File: src/sv/fsl_pkg.sv
// ----------------------------------------------------------------------------
// fsl_pkg
// Shared types, constants and helpers of the frame slew limiter.
// ----------------------------------------------------------------------------
`default_nettype none

package fsl_pkg;

    // Frame length in samples. It must be a power of two between 4 and 64,
    // because the frame average and the ramp points are taken by a shift.
    localparam int FRAME_LEN = 32;
    localparam int SHIFT     = $clog2(FRAME_LEN);
    localparam int POS_W     = SHIFT;
    localparam int MUL_W     = POS_W + 1;

    // Sample, step and accumulator widths.
    localparam int SMP_W  = 24;
    localparam int STEP_W = SMP_W + 1;
    localparam int LIM_W  = 23;
    localparam int SUM_W  = SMP_W + SHIFT;
    localparam int PROD_W = STEP_W + MUL_W + 1;
    localparam int SAT_W  = PROD_W + 1;

    // Queue between the front and the back.
    localparam int QDEPTH = 4;
    localparam int QPTR_W = $clog2(QDEPTH);

    // Configuration port.
    localparam int APB_DW = 32;
    localparam int APB_AW = 3;
    localparam int MODE_W = 2;

    // Register indexes.
    localparam logic REG_MODE = 1'b0;
    localparam logic REG_STEP = 1'b1;

    // Direction modes. The unused code behaves like limiting both ways.
    localparam logic [MODE_W-1:0] MODE_RISE = 2'd0;
    localparam logic [MODE_W-1:0] MODE_BOTH = 2'd1;
    localparam logic [MODE_W-1:0] MODE_FALL = 2'd2;

    localparam logic [MODE_W-1:0] MODE_RESET = MODE_BOTH;
    localparam logic [LIM_W-1:0]  STEP_RESET = '1;

    localparam logic signed [SAT_W-1:0] Q_MAX = SAT_W'(8388607);
    localparam logic signed [SAT_W-1:0] Q_MIN = -SAT_W'(8388608);

    // One unit of work for the back: ramp start, ramp step and the point
    // number (one to FRAME_LEN) within the frame.
    typedef struct packed {
        logic signed [SMP_W-1:0]  held;
        logic signed [STEP_W-1:0] step;
        logic [MUL_W-1:0]         mult;
    } t_work;

    // Saturate a wide signed value to the sample range.
    function automatic logic signed [SMP_W-1:0] sat_q(input logic signed [SAT_W-1:0] v);
        logic signed [SMP_W-1:0] r;
        if (v > Q_MAX) begin
            r = Q_MAX[SMP_W-1:0];
        end else if (v < Q_MIN) begin
            r = Q_MIN[SMP_W-1:0];
        end else begin
            r = v[SMP_W-1:0];
        end
        return r;
    endfunction

endpackage

`default_nettype wire

File: src/sv/fsl_front.sv
// ----------------------------------------------------------------------------
// fsl_front
// Accepts samples, keeps the frame sum and position, and at each frame end
// forms the new held value and the limited ramp step.
// ----------------------------------------------------------------------------
`default_nettype none

module fsl_front
    import fsl_pkg::*;
(
    input  wire logic                    i_clk,
    input  wire logic                    i_rst_n,
    input  wire logic                    i_take,
    input  wire logic signed [SMP_W-1:0] i_sample,
    input  wire logic [MODE_W-1:0]       i_mode,
    input  wire logic [LIM_W-1:0]        i_max_step,
    output t_work                        o_work
);

    logic signed [SUM_W-1:0]  r_sum,  n_sum;
    logic [POS_W-1:0]         r_pos,  n_pos;
    logic signed [SMP_W-1:0]  r_held, n_held;
    logic signed [STEP_W-1:0] r_step, n_step;

    logic                     frame_end;
    logic signed [SUM_W-1:0]  sum_all;
    logic signed [SAT_W-1:0]  end_wide;
    logic signed [SMP_W-1:0]  end_val;
    logic signed [SMP_W-1:0]  avg;
    logic signed [STEP_W-1:0] diff;
    logic signed [STEP_W-1:0] lim;
    logic signed [STEP_W-1:0] neg_lim;
    logic signed [STEP_W-1:0] limited;

    // The work handed to the back uses the state before this sample.
    assign o_work.held = r_held;
    assign o_work.step = r_step;
    assign o_work.mult = MUL_W'(r_pos) + MUL_W'(1);

    assign frame_end = (r_pos == POS_W'(FRAME_LEN - 1));
    assign sum_all   = r_sum + {{(SUM_W-SMP_W){i_sample[SMP_W-1]}}, i_sample};

    // The last ramp point of a frame is held plus the full step.
    assign end_wide = {{(SAT_W-SMP_W){r_held[SMP_W-1]}}, r_held}
                    + {{(SAT_W-STEP_W){r_step[STEP_W-1]}}, r_step};
    assign end_val  = sat_q(end_wide);

    // Frame average, rounded toward minus infinity, and its distance.
    assign avg     = sum_all[SUM_W-1:SHIFT];
    assign diff    = {avg[SMP_W-1], avg} - {end_val[SMP_W-1], end_val};
    assign lim     = {{(STEP_W-LIM_W){1'b0}}, i_max_step};
    assign neg_lim = -lim;

    // Limit the change in the directions the mode selects.
    always_comb begin
        limited = diff;
        case (i_mode)
            MODE_RISE: begin
                if (diff > lim) limited = lim;
            end
            MODE_FALL: begin
                if (diff < neg_lim) limited = neg_lim;
            end
            default: begin
                if (diff > lim) begin
                    limited = lim;
                end else if (diff < neg_lim) begin
                    limited = neg_lim;
                end
            end
        endcase
    end

    // Next frame state.
    always_comb begin
        n_sum  = r_sum;
        n_pos  = r_pos;
        n_held = r_held;
        n_step = r_step;
        if (i_take) begin
            if (frame_end) begin
                n_sum  = '0;
                n_pos  = '0;
                n_held = end_val;
                n_step = limited;
            end else begin
                n_sum = sum_all;
                n_pos = r_pos + POS_W'(1);
            end
        end
    end

    always_ff @(posedge i_clk) begin
        if (!i_rst_n) begin
            r_sum  <= '0;
            r_pos  <= '0;
            r_held <= '0;
            r_step <= '0;
        end else begin
            r_sum  <= n_sum;
            r_pos  <= n_pos;
            r_held <= n_held;
            r_step <= n_step;
        end
    end

endmodule

`default_nettype wire

File: src/sv/fsl_queue.sv
// ----------------------------------------------------------------------------
// fsl_queue
// Short register queue of work items between the front and the back.
// ----------------------------------------------------------------------------
`default_nettype none

module fsl_queue
    import fsl_pkg::*;
(
    input  wire logic  i_clk,
    input  wire logic  i_rst_n,
    input  wire logic  i_wr,
    input  wire t_work i_data,
    output logic       o_full,
    input  wire logic  i_rd,
    output t_work      o_data,
    output logic       o_empty
);

    t_work             r_mem [QDEPTH];
    logic [QPTR_W-1:0] r_wp, n_wp;
    logic [QPTR_W-1:0] r_rp, n_rp;
    logic [QPTR_W:0]   r_cnt, n_cnt;
    logic              wr_en;
    logic              rd_en;

    assign o_full  = (r_cnt == (QPTR_W+1)'(QDEPTH));
    assign o_empty = (r_cnt == '0);
    assign o_data  = r_mem[r_rp];

    assign wr_en = i_wr && !o_full;
    assign rd_en = i_rd && !o_empty;

    // Pointer and fill count update.
    always_comb begin
        n_wp  = wr_en ? r_wp + QPTR_W'(1) : r_wp;
        n_rp  = rd_en ? r_rp + QPTR_W'(1) : r_rp;
        n_cnt = r_cnt;
        if (wr_en && !rd_en) begin
            n_cnt = r_cnt + (QPTR_W+1)'(1);
        end else if (rd_en && !wr_en) begin
            n_cnt = r_cnt - (QPTR_W+1)'(1);
        end
    end

    always_ff @(posedge i_clk) begin
        if (!i_rst_n) begin
            r_wp  <= '0;
            r_rp  <= '0;
            r_cnt <= '0;
        end else begin
            r_wp  <= n_wp;
            r_rp  <= n_rp;
            r_cnt <= n_cnt;
        end
    end

    // Entry storage needs no reset.
    always_ff @(posedge i_clk) begin
        if (wr_en) begin
            r_mem[r_wp] <= i_data;
        end
    end

endmodule

`default_nettype wire

File: src/sv/fsl_back.sv
// ----------------------------------------------------------------------------
// fsl_back
// Computes each ramp point from a work item and holds the result in the
// output register until it is taken.
// ----------------------------------------------------------------------------
`default_nettype none

module fsl_back
    import fsl_pkg::*;
(
    input  wire logic                    i_clk,
    input  wire logic                    i_rst_n,
    input  wire t_work                   i_work,
    input  wire logic                    i_work_empty,
    output logic                         o_work_rd,
    input  wire logic                    i_pop,
    output logic                         o_empty,
    output logic signed [SMP_W-1:0]      o_sample
);

    logic                     r_valid, n_valid;
    logic signed [SMP_W-1:0]  r_out;
    logic signed [PROD_W-1:0] prod;
    logic signed [PROD_W-1:0] part;
    logic signed [SAT_W-1:0]  point;

    // Take a new work item when the output register is free or drains now.
    assign o_work_rd = !i_work_empty && (!r_valid || i_pop);

    // held + floor(step * (k+1) / FRAME_LEN), then saturate.
    assign prod  = i_work.step * $signed({1'b0, i_work.mult});
    assign part  = prod >>> SHIFT;
    assign point = {{(SAT_W-SMP_W){i_work.held[SMP_W-1]}}, i_work.held}
                 + {part[PROD_W-1], part};

    always_comb begin
        n_valid = r_valid;
        if (o_work_rd) begin
            n_valid = 1'b1;
        end else if (i_pop) begin
            n_valid = 1'b0;
        end
    end

    always_ff @(posedge i_clk) begin
        if (!i_rst_n) begin
            r_valid <= 1'b0;
        end else begin
            r_valid <= n_valid;
        end
    end

    always_ff @(posedge i_clk) begin
        if (o_work_rd) begin
            r_out <= sat_q(point);
        end
    end

    assign o_empty  = !r_valid;
    assign o_sample = r_out;

endmodule

`default_nettype wire

File: src/sv/frame_slew_limiter.sv
// ----------------------------------------------------------------------------
// frame_slew_limiter
// Frame based slew-rate limiter on a signed Q4.20 sample stream.
// ----------------------------------------------------------------------------
// The block takes one sample per clock while not full and gives one result per sample, in
// order. Samples are summed over frames of FRAME_LEN; at each frame end the
// frame average is compared with the held value and the change is limited to
// max_step (rising only, both ways or falling only), then ramped in linearly
// over the next frame, so the output lags by one frame and the first frame
// after reset is zero. A sample is classified by the front in the cycle it is
// accepted, waits in a four-entry queue and is turned into its ramp point by
// the back's single multiplier, so one item enters and one leaves per cycle
// when nothing stalls; each result waits in the back's output register until it
// is taken.
// Registers: direction_mode at byte address 0, max_step at byte address 4.
// ----------------------------------------------------------------------------
`default_nettype none

module frame_slew_limiter
    import fsl_pkg::*;
(
    input  wire logic                    i_clk,
    input  wire logic                    i_rst_n,
    // Sample input
    input  wire logic                    push,
    output logic                         full,
    input  wire logic signed [SMP_W-1:0] i_in_sample,
    // Result output
    input  wire logic                    pop,
    output logic                         empty,
    output logic signed [SMP_W-1:0]      o_out_sample,
    // Configuration port
    input  wire logic                    psel,
    input  wire logic                    penable,
    input  wire logic                    pwrite,
    input  wire logic [APB_AW-1:0]       paddr,
    input  wire logic [APB_DW-1:0]       pwdata,
    output logic [APB_DW-1:0]            prdata,
    output logic                         pready
);

    logic [MODE_W-1:0] r_mode;
    logic [LIM_W-1:0]  r_max_step;
    logic              cfg_wr;
    logic              take;
    t_work             front_work;
    t_work             back_work;
    logic              work_empty;
    logic              work_rd;

    // Configuration registers; word addresses ignore the low address bits.
    assign pready = 1'b1;
    assign cfg_wr = psel && penable && pwrite && pready;

    always_ff @(posedge i_clk) begin
        if (!i_rst_n) begin
            r_mode     <= MODE_RESET;
            r_max_step <= STEP_RESET;
        end else if (cfg_wr) begin
            unique case (paddr[2])
                REG_MODE: r_mode     <= pwdata[MODE_W-1:0];
                REG_STEP: r_max_step <= pwdata[LIM_W-1:0];
                default:  r_mode     <= r_mode;
            endcase
        end
    end

    // Register read back.
    always_comb begin
        unique case (paddr[2])
            REG_MODE: prdata = {{(APB_DW-MODE_W){1'b0}}, r_mode};
            REG_STEP: prdata = {{(APB_DW-LIM_W){1'b0}}, r_max_step};
            default:  prdata = '0;
        endcase
    end

    assign take = push && !full;

    fsl_front u_front (
        .i_clk      (i_clk),
        .i_rst_n    (i_rst_n),
        .i_take     (take),
        .i_sample   (i_in_sample),
        .i_mode     (r_mode),
        .i_max_step (r_max_step),
        .o_work     (front_work)
    );

    fsl_queue u_queue (
        .i_clk   (i_clk),
        .i_rst_n (i_rst_n),
        .i_wr    (take),
        .i_data  (front_work),
        .o_full  (full),
        .i_rd    (work_rd),
        .o_data  (back_work),
        .o_empty (work_empty)
    );

    fsl_back u_back (
        .i_clk        (i_clk),
        .i_rst_n      (i_rst_n),
        .i_work       (back_work),
        .i_work_empty (work_empty),
        .o_work_rd    (work_rd),
        .i_pop        (pop),
        .o_empty      (empty),
        .o_sample     (o_out_sample)
    );

endmodule

`default_nettype wire

File: config.mk
export PLATFORM = sky130hd
export DESIGN_NAME = frame_slew_limiter
export DESIGN_NICKNAME = d
export VERILOG_FILES = /design/src/sv/fsl_pkg.sv /design/src/sv/fsl_front.sv /design/src/sv/fsl_queue.sv /design/src/sv/fsl_back.sv /design/src/sv/frame_slew_limiter.sv
export SDC_FILE = /design/constraint.sdc
export NUM_CORES = 1
export LEC_CHECK = 0
export BUFFER_PORTS_ARGS = -buffer_cell sky130_fd_sc_hd__buf_4
export CORE_MARGIN = 3
export CORE_UTILIZATION = 58
export DETAILED_ROUTE_END_ITERATION = 10
export PLACE_DENSITY = 0.73
export SYNTH_ARGS = -nofsm -noshare
export SYNTH_HDL_FRONTEND = slang
export SYNTH_SLANG_ARGS = --single-unit
File: constraint.sdc
create_clock -name i_clk -period 20.9 [get_ports i_clk]
set_clock_uncertainty 0.05 [all_clocks]
set_input_delay 1.045 -clock i_clk [delete_from_list [all_inputs] [get_ports i_clk]]
set_output_delay 1.045 -clock i_clk [all_outputs]
set_load 0.05 [all_outputs]
==> load_flow_metrics.sql <==
INSERT INTO impl_metrics (metric_group, metric, value, unit) VALUES
('drt', 'routed_wire_length_per_instance', '19.5', 'µm'),
('synthesis', 'synthArstFlopShare', '0', '%'),
('sta', 'timing.final.hold_violations', '0', ''),
('run', 'drv.max_cap_violation_count', '0', ''),
('drt', 'number_of_antenna_violating_nets_in_the_routed_design', '0', ''),
('placed_design', 'routabilityCongestion', '0.892', ''),
('synthesis', 'synth_flop_cell', 'edfxtp_1', ''),
('sta', 'timing.max_slew.rel_slack', '17.0', '%'),
('global_routing', 'first_global_vias', '18700', ''),
('worst_setup_path', 'slowest_stage_cell_crit_path', 'o21bai_1', ''),
('synthesis', 'largest_area_contributor_in_the_netlist', 'edfxtp_1', ''),
('drt', 'routed-via-count', '18200', ''),
('synthesis', 'syn-instance-count', '2367', ''),
('status', 'status', 'finished, final reports clean', ''),
('floorplan', 'design.die.area', '46300', 'µm²'),
('drt', 'drt_iter0_drc', '1223', ''),
('drt', 'route.detailed.vias_per_inst', '6.00', ''),
('synthesis', 'synth.lib_cells_used.distinct', '87', ''),
('drt', 'dr.pass1.iters', '5', ''),
('floorplan', 'initial_core_utilization', '58.8', '%'),
('synthesis', 'synth_compound_gate_area_share', '15.8', '%'),
('global_routing', 'gr-usage-all-layers', '25.7', '%'),
('sta', 'finalWorstPathRequiredPeriod', '10.27', 'ns'),
('placed_design', 'portBuffers', '103', ''),
('clock_tree', 'clk_latency', '0.55', 'ns'),
('worst_setup_path', 'worst_setup_path_end_kind', 'flop', ''),
('sta', 'finalSetupViolCount', '0', ''),
('final_layout', 'layout.filler_cells', '3423', ''),
('synthesis', 'synth-seq-area-share', '38.2', '%'),
('synthesis', 'number_of_flops_mapped_to_enable_cells_by_yosys', '244', ''),
('floorplan', 'die_h', '215', 'µm'),
('synthesis', 'synth_top_area_share', '28.9', '%'),
('global_routing', 'grt_max_degree', '101', ''),
('clock_tree', 'cts.hold.buffers_added', '0', ''),
('global_routing', 'grt_pass1_wl', '96.7', 'mm'),
('floorplan', 'placementRows', '76', ''),
('worst_setup_path', 'critPathMaxStageDelay', '0.97', 'ns'),
('clock_tree', 'post-cts-setup-buffer-count', '0', ''),
('final_layout', 'finish.net_count', '2820', ''),
('synthesis', 'post_synth_xor_xnor_area', '4.49', '%'),
('sta', 'drv_slew', '0', ''),
('synthesis', 'synth_top_cells_by_area', 'edfxtp_1 (29%), ha_1 (11%), dfxtp_1 (9.3%), fa_1 (8.4%), mux4_2 (4.9%)', ''),
('final_layout', 'antenna_cells', '0', ''),
('worst_setup_path', 'cp_max_fo', '29', ''),
('drt', 'drc', '0', ''),
('final_layout', 'ff_latch_area', '9690', 'µm²'),
('final_layout', 'final_layout_size_suffix_gt1_share', '10.8', '%'),
('clock_tree', 'clock-root-buffer', 'clkbuf_16', ''),
('clock_tree', 'tritoncts_num_sinks', '362', ''),
('global_routing', 'antenna_found_initial', '0', ''),
('worst_setup_path', 'path_class', 'flop to flop', ''),
('synthesis', 'synth.ff_latch_count', '362', ''),
('synthesis', 'yosysWarningCount', '0', ''),
('final_layout', 'mostFrequentLayoutCell', 'edfxtp_1', ''),
('worst_setup_path', 'critPathLaunchType', 'flop', ''),
('clock_tree', 'htree_levels', '2', ''),
('global_routing', 'globalRouteOverflowTotal', '0', ''),
('final_layout', 'layout-area-overhead-vs-synth', '9.56', '%'),
('drt', 'drt-total-wl', '59.3', 'mm'),
('sta', 'max_clock_freq', '97.4', 'MHz'),
('synthesis', 'mappedNetlistArea', '25400', 'µm²'),
('floorplan', 'pin_count', '125', ''),
('worst_setup_path', 'required', '21.07', 'ns'),
('worst_setup_path', 'cp.buffers_inverters', '3', ''),
('clock_tree', 'clock_tree_from_tritoncts', 'done', ''),
('worst_setup_path', 'critical_path_arrival', '10.44', 'ns'),
('clock_tree', 'numCtsBuffers', '40', ''),
('synthesis', 'avgSynthCellArea', '10.7', 'µm²'),
('synthesis', 'synthAdderAreaFrac', '19.3', '%'),
('floorplan', 'fp.dieW', '215', 'µm'),
('clock_tree', 'maximum_buffer_depth_of_the_clock_tree', '3', '');
-- routing by layer --
layer | track usage, % | part of all wire, % | up-vias | wire length [µm]
met3 | 3.83 | 5.7 | 101 | 3360
met4 | 7.84 | 2.8 | 0 | 1690
met5 | 0 | 0 | - | 0
met2 | 44.7 | 48 | 538 | 28700
met1 | 33.3 | 43 | 8847 | 25500
li1 | - | - | 8759 | -
-- state kept, by name (all words and copies together) (netlist names), named ones only --
| name | cells |
|---|---|
| r_max_step | 23 |
| u_back.r_valid | 1 |
| u_queue.r_mem | 220 |
| u_queue.r_wp | 2 |
| u_front.r_held | 24 |
| u_front.r_pos | 5 |
| u_queue.r_cnt | 3 |
| r_mode | 2 |
| u_front.r_step | 25 |
| u_back.o_sample | 24 |
| u_front.r_sum | 29 |
| u_queue.r_rp | 2 |
-- worst paths after layout --
path | slack, ns | cells past startpoint | endpoint
max | 10.63 | 28 | u_back.o_sample[19]$_SDFFCE_PN1P_
min | 0.42 | 2 | u_front.r_sum[27]$_SDFFE_PN0P_
max reg2reg | 10.63 | 28 | u_back.o_sample[19]$_SDFFCE_PN1P_
min reg2reg | 0.42 | 2 | u_front.r_sum[27]$_SDFFE_PN0P_
-- stage by stage --
stage	cells	hold WS, ns	setup WS (ns)	area [µm²]	utilization (%)
3_3_place_gp	2969	0.408	10.72	26500	61.5
6_report	3039	0.419	10.63	27800	64.4
2_1_floorplan	2375	0.395	11.85	25400	-
3_5_place_dp	2969	0.414	10.56	26500	61.5
4_1_cts	3039	0.422	10.51	27800	64.4
5_1_grt	3039	0.473	9.67	27800	64.4
-- worst reg2reg max path: cells and delay by family (launching register included) --
family                   cells  cell delay [ns]
AO/OA/AOI/OAI               13             4.11
adder cells (fa/ha/maj)      6             2.64
AND/OR/NAND/NOR              5             1.06
flip-flops                   1             0.72
buffers and inverters        3             0.71
multiplexers                 1             0.67
-- layout make-up --
type	instances	area share [%]
multi-input combinational	1745	52.6
sequential	362	34.9
clock buffer	49	3.80
timing repair buffer	112	3.02
tap	585	2.63
inverter	165	2.23
clock inverter	21	0.814
-- logic make-up (layout without fill, tap and decap cells) --
kind of cell    count (synthesis)  in the layout
flops                         362            362
buf+inv                       268            347
mux                            63             63
fa+ha+maj                     328            328
xor+xnor                      130            130
compound gates                605            605
other cells                     2             10
simple gates                  609            609
-- synth_stat cells, types with 11 or more instances --
| cell | number |
|---|---|
| o21a_1 | 32 |
| o211ai_1 | 32 |
| nand2_1 | 144 |
| o21bai_1 | 12 |
| nor2b_1 | 48 |
| dfxtp_1 | 118 |
| fa_1 | 107 |
| a21boi_0 | 13 |
| a221o_1 | 24 |
| nand4_1 | 17 |
| nand2b_1 | 33 |
| mux4_2 | 55 |
| buf_4 | 11 |
| nor3_1 | 36 |
| a22oi_1 | 24 |
| a211oi_1 | 20 |
| a21oi_1 | 155 |
| and3_1 | 16 |
| and2_1 | 148 |
| o21ai_0 | 127 |
| inv_1 | 165 |
| ha_1 | 221 |
| a21o_1 | 52 |
| nand3_1 | 28 |
| xnor2_1 | 88 |
| edfxtp_1 | 244 |
| clkbuf_1 | 75 |
| xor2_1 | 42 |
| nor2_1 | 89 |
| a31oi_1 | 22 |
Power is not shown: default switching activity piles up to over one toggle a cycle in this logic, so the estimate is an artifact.
